[src/rtl/core/hbdss_pkg.sv]
// Shared types, constants and helpers for the H-bridge direction / soft-stop PWM block.
// No dependencies; used by the channel interfaces and the top level.
package hbdss_pkg;

  // Field widths
  localparam int unsigned SampleW = 12;
  localparam int unsigned CmpW    = 16;
  localparam int unsigned LevelW  = 22;
  localparam int unsigned ModeW   = 2;
  localparam int unsigned DataW   = 32;
  localparam int unsigned PaddrW  = 4;

  // Duty levels are integers in units of 1/LevelScale of full duty
  localparam int unsigned LevelScale = 4095000;
  localparam int unsigned AdcFull    = 4095;
  localparam int unsigned RefGain    = LevelScale / AdcFull;

  // level * period / LevelScale through an exact reciprocal multiply.
  // Dividend < 2^ProdW, LevelScale <= 2^22, so shift = ProdW + 22.
  localparam int unsigned ProdW      = LevelW + CmpW;
  localparam int unsigned RecipShift = ProdW + 22;
  localparam logic [63:0] RecipFull  =
    ((64'd1 << RecipShift) + 64'(LevelScale) - 64'd1) / 64'(LevelScale);
  localparam int unsigned RecipW     = 39;
  localparam int unsigned RecipLoW   = 20;
  localparam int unsigned XLoW       = 19;
  localparam int unsigned PpW        = RecipW;
  localparam int unsigned SumW       = ProdW + RecipW + 1;
  localparam logic [RecipW-1:0] Recip = RecipFull[RecipW-1:0];

  // Register reset values
  localparam logic [CmpW-1:0]   PeriodRst   = 16'd17000;
  localparam logic [CmpW-1:0]   DeadRst     = 16'd680;
  localparam logic [CmpW-1:0]   MinCmpRst   = 16'd3;
  localparam logic [LevelW-1:0] RampStepRst = 22'd4095;
  localparam logic [CmpW-1:0]   HighCmpRst  = 16'd3;
  localparam logic [CmpW-1:0]   LowCmpRst   = 16'd683;

  typedef enum logic [1:0] {
    REG_PERIOD    = 2'd0,
    REG_DEAD      = 2'd1,
    REG_MIN_CMP   = 2'd2,
    REG_RAMP_STEP = 2'd3
  } cfg_reg_e;

  typedef enum logic [2:0] {
    MODE_A    = 3'b001,
    MODE_B    = 3'b010,
    MODE_STOP = 3'b100
  } mode_e;

  localparam logic [ModeW-1:0] DriveA    = 2'd0;
  localparam logic [ModeW-1:0] DriveB    = 2'd1;
  localparam logic [ModeW-1:0] DriveStop = 2'd2;

  typedef enum logic [1:0] {
    HI_KEEP,
    HI_TICKS,
    HI_MIN
  } hi_sel_e;

  typedef enum logic [1:0] {
    LO_KEEP,
    LO_TICKS,
    LO_ARM
  } lo_sel_e;

  typedef struct packed {
    logic led;
    logic cnt;
    logic low;
    logic high;
  } flags_t;

  localparam flags_t FlagsRst = '{led: 1'b0, cnt: 1'b1, low: 1'b0, high: 1'b0};
  localparam flags_t FlagsLed = '{led: 1'b1, cnt: 1'b0, low: 1'b0, high: 1'b0};

  // Per-transaction control carried down the pipeline
  typedef struct packed {
    hi_sel_e          hi_sel;
    lo_sel_e          lo_sel;
    flags_t           flags;
    logic [ModeW-1:0] drive_mode;
  } ctrl_t;

  function automatic logic [ModeW-1:0] mode_code(mode_e m);
    logic [ModeW-1:0] c;
    unique case (m)
      MODE_A:  c = DriveA;
      MODE_B:  c = DriveB;
      default: c = DriveStop;
    endcase
    return c;
  endfunction

  // Low-side compare limited to period - 1 (0 for a zero period)
  function automatic logic [CmpW-1:0] cap_low(logic [CmpW:0] v, logic [CmpW-1:0] period);
    logic [CmpW-1:0] r;
    if (v >= {1'b0, period}) begin
      r = (period == '0) ? '0 : period - 1'b1;
    end else begin
      r = v[CmpW-1:0];
    end
    return r;
  endfunction

endpackage

[src/rtl/core/hbdss_if.sv]
// Valid/ready channel interfaces for the tick input and the PWM result.
// Depends on hbdss_pkg for field widths.
interface hbdss_in_if;
  import hbdss_pkg::*;
  logic               valid;
  logic               ready;
  logic [SampleW-1:0] adc_sample;
  logic               adc_ok;
  logic               stop_press;
  logic               dir_press;

  modport source (output valid, adc_sample, adc_ok, stop_press, dir_press, input ready);
  modport sink   (input valid, adc_sample, adc_ok, stop_press, dir_press, output ready);
endinterface

interface hbdss_out_if;
  import hbdss_pkg::*;
  logic             valid;
  logic             ready;
  logic [CmpW-1:0]  high_compare;
  logic [CmpW-1:0]  low_on_compare;
  logic             high_enable;
  logic             low_enable;
  logic             counter_run;
  logic             stop_led;
  logic [ModeW-1:0] drive_mode;

  modport source (output valid, high_compare, low_on_compare, high_enable, low_enable,
                  counter_run, stop_led, drive_mode, input ready);
  modport sink   (input valid, high_compare, low_on_compare, high_enable, low_enable,
                  counter_run, stop_led, drive_mode, output ready);
endinterface

[src/rtl/core/hbridge_direction_soft_stop_pwm.sv]
// H-bridge direction control with soft stop: drive state plus PWM compare pipeline.
// Depends on hbdss_pkg and the channel interfaces in hbdss_if.sv.
//
//  channel   | kind          | payload
//  ----------+---------------+---------------------------------------------------
//  in_i      | valid/ready   | adc_sample, adc_ok, stop_press, dir_press
//  out_o     | valid/ready   | high_compare, low_on_compare, enables, led, mode
//  apb       | APB write/read| period_ticks, dead_ticks, min_compare, ramp_step
//
// One transaction per cycle sustained while out_o.ready holds. Each result passes
// through state update, level x period, reciprocal partial products,
// partial product sum, compare select into the output register.
// Reset clears drive state and restores the register defaults; no clearing pass.
// A stalled output backs up the pipeline one stage at a time; in_i.ready drops
// only when every stage holds a transaction.
module hbridge_direction_soft_stop_pwm (
  input  logic                         clk_i,
  input  logic                         rst_ni,
  hbdss_in_if.sink                     in_i,
  hbdss_out_if.source                  out_o,
  input  logic                         psel,
  input  logic                         penable,
  input  logic                         pwrite,
  input  logic [hbdss_pkg::PaddrW-1:0] paddr,
  input  logic [hbdss_pkg::DataW-1:0]  pwdata,
  output logic [hbdss_pkg::DataW-1:0]  prdata,
  output logic                         pready
);
  import hbdss_pkg::*;

  // ---------------- configuration registers ----------------
  logic [CmpW-1:0]   period_q, dead_q, min_cmp_q;
  logic [LevelW-1:0] ramp_step_q;
  logic              cfg_wr;
  cfg_reg_e          cfg_sel;

  assign pready  = 1'b1;
  assign cfg_wr  = psel && penable && pwrite && pready;
  assign cfg_sel = cfg_reg_e'(paddr[PaddrW-1:2]);

  always_ff @(posedge clk_i or negedge rst_ni) begin
    if (!rst_ni) begin
      period_q    <= PeriodRst;
      dead_q      <= DeadRst;
      min_cmp_q   <= MinCmpRst;
      ramp_step_q <= RampStepRst;
    end else if (cfg_wr) begin
      unique case (cfg_sel)
        REG_PERIOD:    period_q    <= pwdata[CmpW-1:0];
        REG_DEAD:      dead_q      <= pwdata[CmpW-1:0];
        REG_MIN_CMP:   min_cmp_q   <= pwdata[CmpW-1:0];
        REG_RAMP_STEP: ramp_step_q <= pwdata[LevelW-1:0];
        default:       ;
      endcase
    end
  end

  always_comb begin
    unique case (cfg_sel)
      REG_PERIOD:    prdata = DataW'(period_q);
      REG_DEAD:      prdata = DataW'(dead_q);
      REG_MIN_CMP:   prdata = DataW'(min_cmp_q);
      REG_RAMP_STEP: prdata = DataW'(ramp_step_q);
      default:       prdata = '0;
    endcase
  end

  // ---------------- pipeline flow control ----------------
  logic v1_q, v2_q, v3_q, v4_q, out_valid_q;
  logic en1, en2, en3, en4, en_out, in_acc;

  assign en_out     = !out_valid_q || out_o.ready;
  assign en4        = !v4_q || en_out;
  assign en3        = !v3_q || en4;
  assign en2        = !v2_q || en3;
  assign en1        = !v1_q || en2;
  assign in_i.ready = en1;
  assign in_acc     = in_i.valid && en1;

  always_ff @(posedge clk_i or negedge rst_ni) begin
    if (!rst_ni) begin
      v1_q        <= 1'b0;
      v2_q        <= 1'b0;
      v3_q        <= 1'b0;
      v4_q        <= 1'b0;
      out_valid_q <= 1'b0;
    end else begin
      if (en1)    v1_q        <= in_i.valid;
      if (en2)    v2_q        <= v1_q;
      if (en3)    v3_q        <= v2_q;
      if (en4)    v4_q        <= v3_q;
      if (en_out) out_valid_q <= v4_q;
    end
  end

  // ---------------- stage 1: drive state update ----------------
  mode_e             mode_q, mode_d;
  logic              saved_q, saved_d;
  logic              toggle_q, toggle_d;
  logic [LevelW-1:0] run_q, run_d, ramp_q, ramp_d;
  flags_t            flags_q, flags_d;
  logic [LevelW-1:0] ref_level, level_d;
  hi_sel_e           hi_sel_d;
  lo_sel_e           lo_sel_d;

  always_comb begin
    ref_level = in_i.adc_ok ? LevelW'(in_i.adc_sample) * LevelW'(RefGain) : '0;
    mode_d    = mode_q;
    saved_d   = saved_q;
    toggle_d  = toggle_q || in_i.dir_press;
    run_d     = run_q;
    ramp_d    = ramp_q;
    flags_d   = flags_q;
    hi_sel_d  = HI_KEEP;
    lo_sel_d  = LO_KEEP;
    level_d   = ref_level;

    // toggle waits while stopping
    if (toggle_d && mode_d != MODE_STOP) begin
      toggle_d = 1'b0;
      mode_d   = (mode_d == MODE_A) ? MODE_B : MODE_A;
      saved_d  = (mode_d == MODE_B);
    end

    if (in_i.stop_press) begin
      if (mode_d == MODE_STOP) begin
        mode_d      = saved_d ? MODE_B : MODE_A;
        flags_d.led = 1'b0;
      end else begin
        saved_d = (mode_d == MODE_B);
        ramp_d  = run_q;
        mode_d  = MODE_STOP;
      end
    end

    unique case (mode_d)
      MODE_STOP: begin
        ramp_d  = (ramp_d > ramp_step_q) ? ramp_d - ramp_step_q : '0;
        level_d = ramp_d;
        if (ramp_d == '0) begin
          flags_d = FlagsLed;
        end else if (!saved_d) begin
          hi_sel_d     = HI_TICKS;
          flags_d.low  = 1'b0;
          flags_d.high = 1'b1;
        end else begin
          lo_sel_d     = LO_TICKS;
          flags_d.high = 1'b0;
          flags_d.low  = 1'b1;
        end
      end
      MODE_A: begin
        run_d       = ref_level;
        flags_d.led = 1'b0;
        if (!flags_d.high) begin
          flags_d.cnt = 1'b1;
          lo_sel_d    = LO_ARM;
        end
        hi_sel_d     = HI_TICKS;
        flags_d.low  = 1'b0;
        flags_d.high = 1'b1;
      end
      default: begin
        run_d       = ref_level;
        flags_d.led = 1'b0;
        if (!flags_d.low) begin
          flags_d.cnt = 1'b1;
          hi_sel_d    = HI_MIN;
        end
        lo_sel_d     = LO_TICKS;
        flags_d.high = 1'b0;
        flags_d.low  = 1'b1;
      end
    endcase
  end

  always_ff @(posedge clk_i or negedge rst_ni) begin
    if (!rst_ni) begin
      mode_q   <= MODE_A;
      saved_q  <= 1'b0;
      toggle_q <= 1'b0;
      run_q    <= '0;
      ramp_q   <= '0;
      flags_q  <= FlagsRst;
    end else if (in_acc) begin
      mode_q   <= mode_d;
      saved_q  <= saved_d;
      toggle_q <= toggle_d;
      run_q    <= run_d;
      ramp_q   <= ramp_d;
      flags_q  <= flags_d;
    end
  end

  ctrl_t             s1_ctrl_q, s2_ctrl_q, s3_ctrl_q, s4_ctrl_q;
  logic [LevelW-1:0] s1_level_q;

  always_ff @(posedge clk_i) begin
    if (en1) begin
      s1_ctrl_q  <= '{hi_sel: hi_sel_d, lo_sel: lo_sel_d, flags: flags_d,
                      drive_mode: mode_code(mode_d)};
      s1_level_q <= level_d;
    end
  end

  // ---------------- stage 2: level x period ----------------
  logic [ProdW-1:0] s2_prod_q;

  always_ff @(posedge clk_i) begin
    if (en2) begin
      s2_ctrl_q <= s1_ctrl_q;
      s2_prod_q <= ProdW'(s1_level_q) * ProdW'(period_q);
    end
  end

  // ---------------- stage 3: reciprocal partial products ----------------
  logic [XLoW-1:0]          x_lo;
  logic [ProdW-XLoW-1:0]    x_hi;
  logic [PpW-1:0]           pp_ll_q, pp_lh_q, pp_hl_q, pp_hh_q;
  localparam logic [RecipLoW-1:0]        RecipLo = Recip[RecipLoW-1:0];
  localparam logic [RecipW-RecipLoW-1:0] RecipHi = Recip[RecipW-1:RecipLoW];

  assign x_lo = s2_prod_q[XLoW-1:0];
  assign x_hi = s2_prod_q[ProdW-1:XLoW];

  always_ff @(posedge clk_i) begin
    if (en3) begin
      s3_ctrl_q <= s2_ctrl_q;
      pp_ll_q   <= PpW'(x_lo) * PpW'(RecipLo);
      pp_lh_q   <= PpW'(x_lo) * PpW'(RecipHi);
      pp_hl_q   <= PpW'(x_hi) * PpW'(RecipLo);
      pp_hh_q   <= PpW'(x_hi) * PpW'(RecipHi);
    end
  end

  // ---------------- stage 4: sum and take the quotient ----------------
  logic [SumW-1:0] pp_sum;
  logic [CmpW-1:0] s4_quot_q;

  assign pp_sum = SumW'(pp_ll_q)
                + (SumW'(pp_lh_q) << RecipLoW)
                + (SumW'(pp_hl_q) << XLoW)
                + (SumW'(pp_hh_q) << (XLoW + RecipLoW));

  always_ff @(posedge clk_i) begin
    if (en4) begin
      s4_ctrl_q <= s3_ctrl_q;
      s4_quot_q <= pp_sum[RecipShift +: CmpW];
    end
  end

  // ---------------- stage 5: compare select, output register ----------------
  logic [CmpW-1:0]  ticks, high_new, low_new;
  logic [CmpW-1:0]  high_q, low_q;
  flags_t           out_flags_q;
  logic [ModeW-1:0] out_mode_q;

  always_comb begin
    ticks = s4_quot_q;
    if (ticks < min_cmp_q) ticks = min_cmp_q;
    if (ticks > period_q)  ticks = period_q;   // period limit wins over the minimum

    case (s4_ctrl_q.hi_sel)
      HI_TICKS: high_new = ticks;
      HI_MIN:   high_new = min_cmp_q;
      default:  high_new = high_q;
    endcase

    case (s4_ctrl_q.lo_sel)
      LO_TICKS: low_new = cap_low({1'b0, ticks} + {1'b0, dead_q}, period_q);
      LO_ARM:   low_new = cap_low({1'b0, min_cmp_q} + {1'b0, dead_q}, period_q);
      default:  low_new = low_q;
    endcase
  end

  // output payload doubles as the compare state
  always_ff @(posedge clk_i or negedge rst_ni) begin
    if (!rst_ni) begin
      high_q      <= HighCmpRst;
      low_q       <= LowCmpRst;
      out_flags_q <= FlagsRst;
      out_mode_q  <= DriveA;
    end else if (en_out && v4_q) begin
      high_q      <= high_new;
      low_q       <= low_new;
      out_flags_q <= s4_ctrl_q.flags;
      out_mode_q  <= s4_ctrl_q.drive_mode;
    end
  end

  assign out_o.valid          = out_valid_q;
  assign out_o.high_compare   = high_q;
  assign out_o.low_on_compare = low_q;
  assign out_o.high_enable    = out_flags_q.high;
  assign out_o.low_enable     = out_flags_q.low;
  assign out_o.counter_run    = out_flags_q.cnt;
  assign out_o.stop_led       = out_flags_q.led;
  assign out_o.drive_mode     = out_mode_q;

  // ---------------- assertions ----------------
  a_bridge_no_shoot_through: assert property (@(posedge clk_i) disable iff (!rst_ni)
    out_valid_q |-> !(out_flags_q.high && out_flags_q.low))
    else $error("both bridge sides enabled");

  a_led_means_all_off: assert property (@(posedge clk_i) disable iff (!rst_ni)
    out_valid_q && out_flags_q.led |->
      !out_flags_q.high && !out_flags_q.low && !out_flags_q.cnt)
    else $error("stop LED on while outputs or counter run");

  a_led_only_when_stopping: assert property (@(posedge clk_i) disable iff (!rst_ni)
    flags_q.led |-> mode_q == MODE_STOP)
    else $error("stop LED state set outside stopping mode");

  a_stage_hold: assert property (@(posedge clk_i) disable iff (!rst_ni)
    v4_q && !en_out |=> v4_q && $stable(s4_ctrl_q) && $stable(s4_quot_q))
    else $error("pipeline stage dropped a transaction under stall");

endmodule

[src/flat_wrapper.sv]
// flat-port wrapper written by rule: the top's interface ports become plain ports
module hbridge_direction_soft_stop_pwm_flat import hbdss_pkg::*;
  (clk_i, rst_ni, psel, penable, pwrite, paddr, pwdata, prdata, pready, in_i_valid, in_i_adc_sample, in_i_adc_ok, in_i_stop_press, in_i_dir_press, in_i_ready, out_o_valid, out_o_high_compare, out_o_low_on_compare, out_o_high_enable, out_o_low_enable, out_o_counter_run, out_o_stop_led, out_o_drive_mode, out_o_ready);
  hbdss_in_if in_i_i ();
  hbdss_out_if out_o_i ();
  input  logic clk_i;
  input  logic rst_ni;
  input  logic psel;
  input  logic penable;
  input  logic pwrite;
  input  logic [hbdss_pkg::PaddrW-1:0] paddr;
  input  logic [hbdss_pkg::DataW-1:0] pwdata;
  output logic [hbdss_pkg::DataW-1:0] prdata;
  output logic pready;
  input wire logic [$bits(in_i_i.valid)-1:0] in_i_valid;
  input wire logic [$bits(in_i_i.adc_sample)-1:0] in_i_adc_sample;
  input wire logic [$bits(in_i_i.adc_ok)-1:0] in_i_adc_ok;
  input wire logic [$bits(in_i_i.stop_press)-1:0] in_i_stop_press;
  input wire logic [$bits(in_i_i.dir_press)-1:0] in_i_dir_press;
  output wire logic [$bits(in_i_i.ready)-1:0] in_i_ready;
  output wire logic [$bits(out_o_i.valid)-1:0] out_o_valid;
  output wire logic [$bits(out_o_i.high_compare)-1:0] out_o_high_compare;
  output wire logic [$bits(out_o_i.low_on_compare)-1:0] out_o_low_on_compare;
  output wire logic [$bits(out_o_i.high_enable)-1:0] out_o_high_enable;
  output wire logic [$bits(out_o_i.low_enable)-1:0] out_o_low_enable;
  output wire logic [$bits(out_o_i.counter_run)-1:0] out_o_counter_run;
  output wire logic [$bits(out_o_i.stop_led)-1:0] out_o_stop_led;
  output wire logic [$bits(out_o_i.drive_mode)-1:0] out_o_drive_mode;
  input wire logic [$bits(out_o_i.ready)-1:0] out_o_ready;
  assign in_i_i.valid = in_i_valid;
  assign in_i_i.adc_sample = in_i_adc_sample;
  assign in_i_i.adc_ok = in_i_adc_ok;
  assign in_i_i.stop_press = in_i_stop_press;
  assign in_i_i.dir_press = in_i_dir_press;
  assign in_i_ready = in_i_i.ready;
  assign out_o_valid = out_o_i.valid;
  assign out_o_high_compare = out_o_i.high_compare;
  assign out_o_low_on_compare = out_o_i.low_on_compare;
  assign out_o_high_enable = out_o_i.high_enable;
  assign out_o_low_enable = out_o_i.low_enable;
  assign out_o_counter_run = out_o_i.counter_run;
  assign out_o_stop_led = out_o_i.stop_led;
  assign out_o_drive_mode = out_o_i.drive_mode;
  assign out_o_i.ready = out_o_ready;
  hbridge_direction_soft_stop_pwm u_core (.clk_i(clk_i), .rst_ni(rst_ni), .in_i(in_i_i), .out_o(out_o_i), .psel(psel), .penable(penable), .pwrite(pwrite), .paddr(paddr), .pwdata(pwdata), .prdata(prdata), .pready(pready));
endmodule
[config.mk]
export PLATFORM = sky130hd
export DESIGN_NAME = hbridge_direction_soft_stop_pwm_flat
export DESIGN_NICKNAME = d
export VERILOG_FILES = /design/src/rtl/core/hbdss_pkg.sv /design/src/rtl/core/hbdss_if.sv /design/src/rtl/core/hbridge_direction_soft_stop_pwm.sv /design/src/flat_wrapper.sv
export SDC_FILE = /design/constraint.sdc
export NUM_CORES = 2
export LEC_CHECK = 0
export ABC_CLOCK_PERIOD_IN_PS = 12570
export BUFFER_PORTS_ARGS = -buffer_cell sky130_fd_sc_hd__buf_2
export CORE_MARGIN = 2
export CORE_UTILIZATION = 40
export CTS_BUF_LIST = sky130_fd_sc_hd__clkbuf_8
export CTS_CLUSTER_DIAMETER = 50
export DETAILED_ROUTE_END_ITERATION = 12
export PLACE_DENSITY = 0.61
export SLEW_MARGIN = 20
export SYNTH_ARGS = -nofsm -noshare
export SYNTH_HDL_FRONTEND = slang
export SYNTH_SLANG_ARGS = --single-unit
[constraint.sdc]
create_clock -name clk_i -period 12.57 [get_ports clk_i]
set_input_delay 2.514 -clock clk_i [delete_from_list [all_inputs] [get_ports clk_i]]
set_output_delay 2.514 -clock clk_i [all_outputs]
set_load 0.005 [all_outputs]
==> summary.md <==
| Metric | Value |
|---|---|
| Status | completed |
| Dominant cells by area after synthesis | fa_1 22%, ha_1 20%, edfxtp_1 13% |
| Post-Route WL | 133000 um |
| Starting Density | 40.2% |
| Mapped Area | 51000 um2 |
| Reg2Reg Setup Slack | 3.58 ns |
| Final routed DRC violation total | 0 |
| Register area share after synthesis | 21.5% |
| Final GP Congestion | 0.907 |
| CP max-delay cell | a31oi_4 |
| Largest net degree at the start of global routing | 68 |
| Asr flop ratio synth | 41.7% |
| Critical path startpoint | u_core.min_cmp_q[9] |
| Slew margin rel. | 30.7% |
| First-pass GRT wire length | 211000 um |
| Syn Area/Cell | 9.72 um2 |
| Clock skew | 0.0391 ns |
| Pre-antenna DRT Iters | 5 |
| Crit-path most repeated cell | a21oi_1 |
| CTS Hold Buffers Added | 0 |
| Max_cap viols | 0 |
| Fraction of layout cells with a size suffix above 1 | 7.93% |
| Synth-to-layout area growth | 7.75% |
| Remaining antenna violation count | 0 |
| Tmin final | 8.99 ns |
| Yosys cell types | 82 |
| Req. time, crit path | 13.18 ns |
| Unrepaired setup endpoints after global routing | false |
| Worst Path Buf+Inv | 4 |
| Crit path max fanout | 46 |
| Min-delay src | u_core.s3_ctrl_q[0] |
| Yosys reg bits | 391 |
| Synth area leader | fa_1 |
| Yosys top cell area share | 22.4% |
| DRT iter0 DRCs | 2443 |
| Largest delay share family, worst path | compound AO/OA/AOI/OAI gates |
| Number of flops mapped to enable cells by yosys | 228 |
| CTS Sinks | 391 |
| CTS H-Tree Depth | 3 |
| Final-report hold violation count | 0 |
| Worst setup SP type | register |
| Ys Warns | 0 |
| Die ar. | 130000 um2 |
| Worst-skew pair later-pin latency | 0.76 ns |
| Clock Tree Buf Depth | 3 |
| Crit Reg-Reg Startpoint | u_core.min_cmp_q[9] |
| IO buf count | 107 |
| Most frequent cell after synthesis | inv_1 |
| Initial antenna violation count | 8 |
| GR Overflow Total | 0 |
| Placed inst area | 53400 um2 |
| Io pins | 131 |
| Die height | 361 um |
| Setup Buffers After CTS | 0 |
| Via Count | 36940 |
| TritonCTS clock tree | done |
| Final #Nets | 6765 |
| Root Buffer | clkbuf_8 |
| CTS resizes | 0 |
| Worst slew pin tran | 1.04 ns |
| Crit path kind | reg2reg |
| Post-route clock period utilization | 71.5% |
| Num rows | 131 |
| Crit end category | register |
| R2R depth | 41 |
| Die Wd | 361 um |
| Critical path's largest stage delay | 0.59 ns |
| Tightest Hold Check Type | reg2reg |
| Total track usage | 20.6% |
| Worst EP arrival | 9.61 ns |
| Final slew viol count | 0 |
| Synth Instances | 5251 |
| Clock Pin Slew Worst Setup and Hold Paths | 0.06 ns |
| Worst reg2reg path endpoint | u_core.out_o.low_on_compare[10] |
| Vias per inst | 5.24 |
| Setup tns final | 0 ns |
| HPWL after DPL | 105000 um |
| Num CTS Buffers | 76 |
| Wire per inst | 18.8 um |
| Core Area | 127000 um2 |
| Hold Slack | 0.421 ns |
| Hold Crit Depth | 0 |
| Layout Cell Area excl Fill | 55000 um2 |
| Top FF cell, synth | edfxtp_1 |
| Commonest cells post-synth | 965 x inv_1, 810 x ha_1, 570 x fa_1 |
| Vias in the first global route | 37902 |
| Highest clock rate | 111 MHz |
| WHS Endpoint | u_core.s4_ctrl_q[0] |
| Final setup vio count | 0 |
per-layer routing:
layer  routed length, um  share of wire (%)  track usage (%)  up-vias
met5                  16              0.012                0        -
met4                3210                2.4             5.56        4
met3                7050                5.3             2.68      173
met2               62000                 47             33.9      922
met1               60300                 46             28.6    18311
li1                    -                  -                -    17530
stage by stage:
step | setup slack (ns) | utilization, % | instances
after floorplan | 4.39 | - | 5260
after global placement | 3.62 | 42.0 | 6911
after detailed placement | 3.67 | 42.0 | 6911
after CTS | 3.63 | 43.3 | 7047
after global routing | 2.84 | 43.3 | 7052
final | 3.58 | 43.3 | 7052
logic make-up after synthesis:
family / count (synthesis) / share of synthesized area [%]
adders and majority gates: 1380 / 42.2
xor gates and xnor gates: 248 / 4.26
buffers and inverters: 1129 / 8.41
and+or+nand+nor: 1179 / 10.8
DFF: 391 / 21.5
AOI/OAI and AO/OA: 802 / 9.95
other: 2 / 0.0147
muxes: 120 / 2.91
worst register-to-register path: cells and delay by family (launching register included):
family / cells / cell delay, ns
xor+xnor: 1 / 0.27
fa+ha+maj: 4 / 1.19
buf+inv: 4 / 0.92
mux: 2 / 0.85
flops: 1 / 0.55
compound gates: 24 / 4.63
simple gates: 6 / 0.48
layout by cell type (no fill, tap or decap), types with 17 or more instances in the layout:
master	count
and2_1	120
nand2b_1	43
nand3_1	56
edfxtp_1	228
and3_1	28
or2_2	17
or3_1	19
a221oi_1	20
nor3_1	47
o21ai_1	31
dfrtp_1	129
inv_1	981
ha_1	810
mux2_2	66
o21ai_0	172
nor2b_1	36
dfstp_2	34
nand4_1	40
o31ai_1	43
nor2_1	226
clkbuf_8	83
o21a_1	38
buf_2	106
xnor2_1	181
a211oi_1	22
xor2_1	67
a21o_1	89
buf_4	45
fa_1	570
nand2_1	498
a31oi_1	29
a21oi_1	222
o21bai_1	20
mux2i_1	38
final cells by class:
cell class | instances | area, um2
Antenna cell | 5 | 12.5
Clock buffer | 83 | 1140
Clock inverter | 53 | 440
Fill cell | 12208 | 72000
Inverter | 966 | 3630
Multi-Input combinational cell | 3740 | 35800
Sequential cell | 391 | 11000
Tap cell | 1662 | 2080
Timing Repair Buffer | 152 | 880
flip-flops by register name (all words and copies together) (netlist names), 2 cells and up:
signal	cells
u_core.period_q	16
u_core.s3_ctrl_q	8
u_core.out_o.low_on_compare	16
u_core.min_cmp_q	16
u_core.run_q	19
u_core.mode_q	3
u_core.pp_lh_q	36
u_core.s4_quot_q	16
u_core.ramp_step_q	22
u_core.ramp_q	22
u_core.s4_ctrl_q	8
u_core.flags_q	4
u_core.s1_ctrl_q	8
u_core.out_o.high_compare	16
u_core.pp_ll_q	16
u_core.out_o.drive_mode	2
u_core.s1_level_q	22
u_core.s2_ctrl_q	8
u_core.s2_prod_q	38
u_core.pp_hh_q	35
u_core.dead_q	16
u_core.pp_hl_q	33
worst max-delay path by stage:
stage / to / slack, ns / cells past startpoint
after floorplan: u_core.out_o.low_on_compare[11] / 4.39 / 41
after global placement: u_core.out_o.low_on_compare[10] / 3.62 / 41
after detailed placement: u_core.out_o.low_on_compare[10] / 3.67 / 41
after CTS: u_core.out_o.low_on_compare[10] / 3.63 / 40
after global routing: u_core.out_o.low_on_compare[10] / 2.84 / 41
final: u_core.out_o.low_on_compare[10] / 3.58 / 41
Power is not shown: default switching activity piles up to over one toggle a cycle in this logic, so the estimate is an artifact.
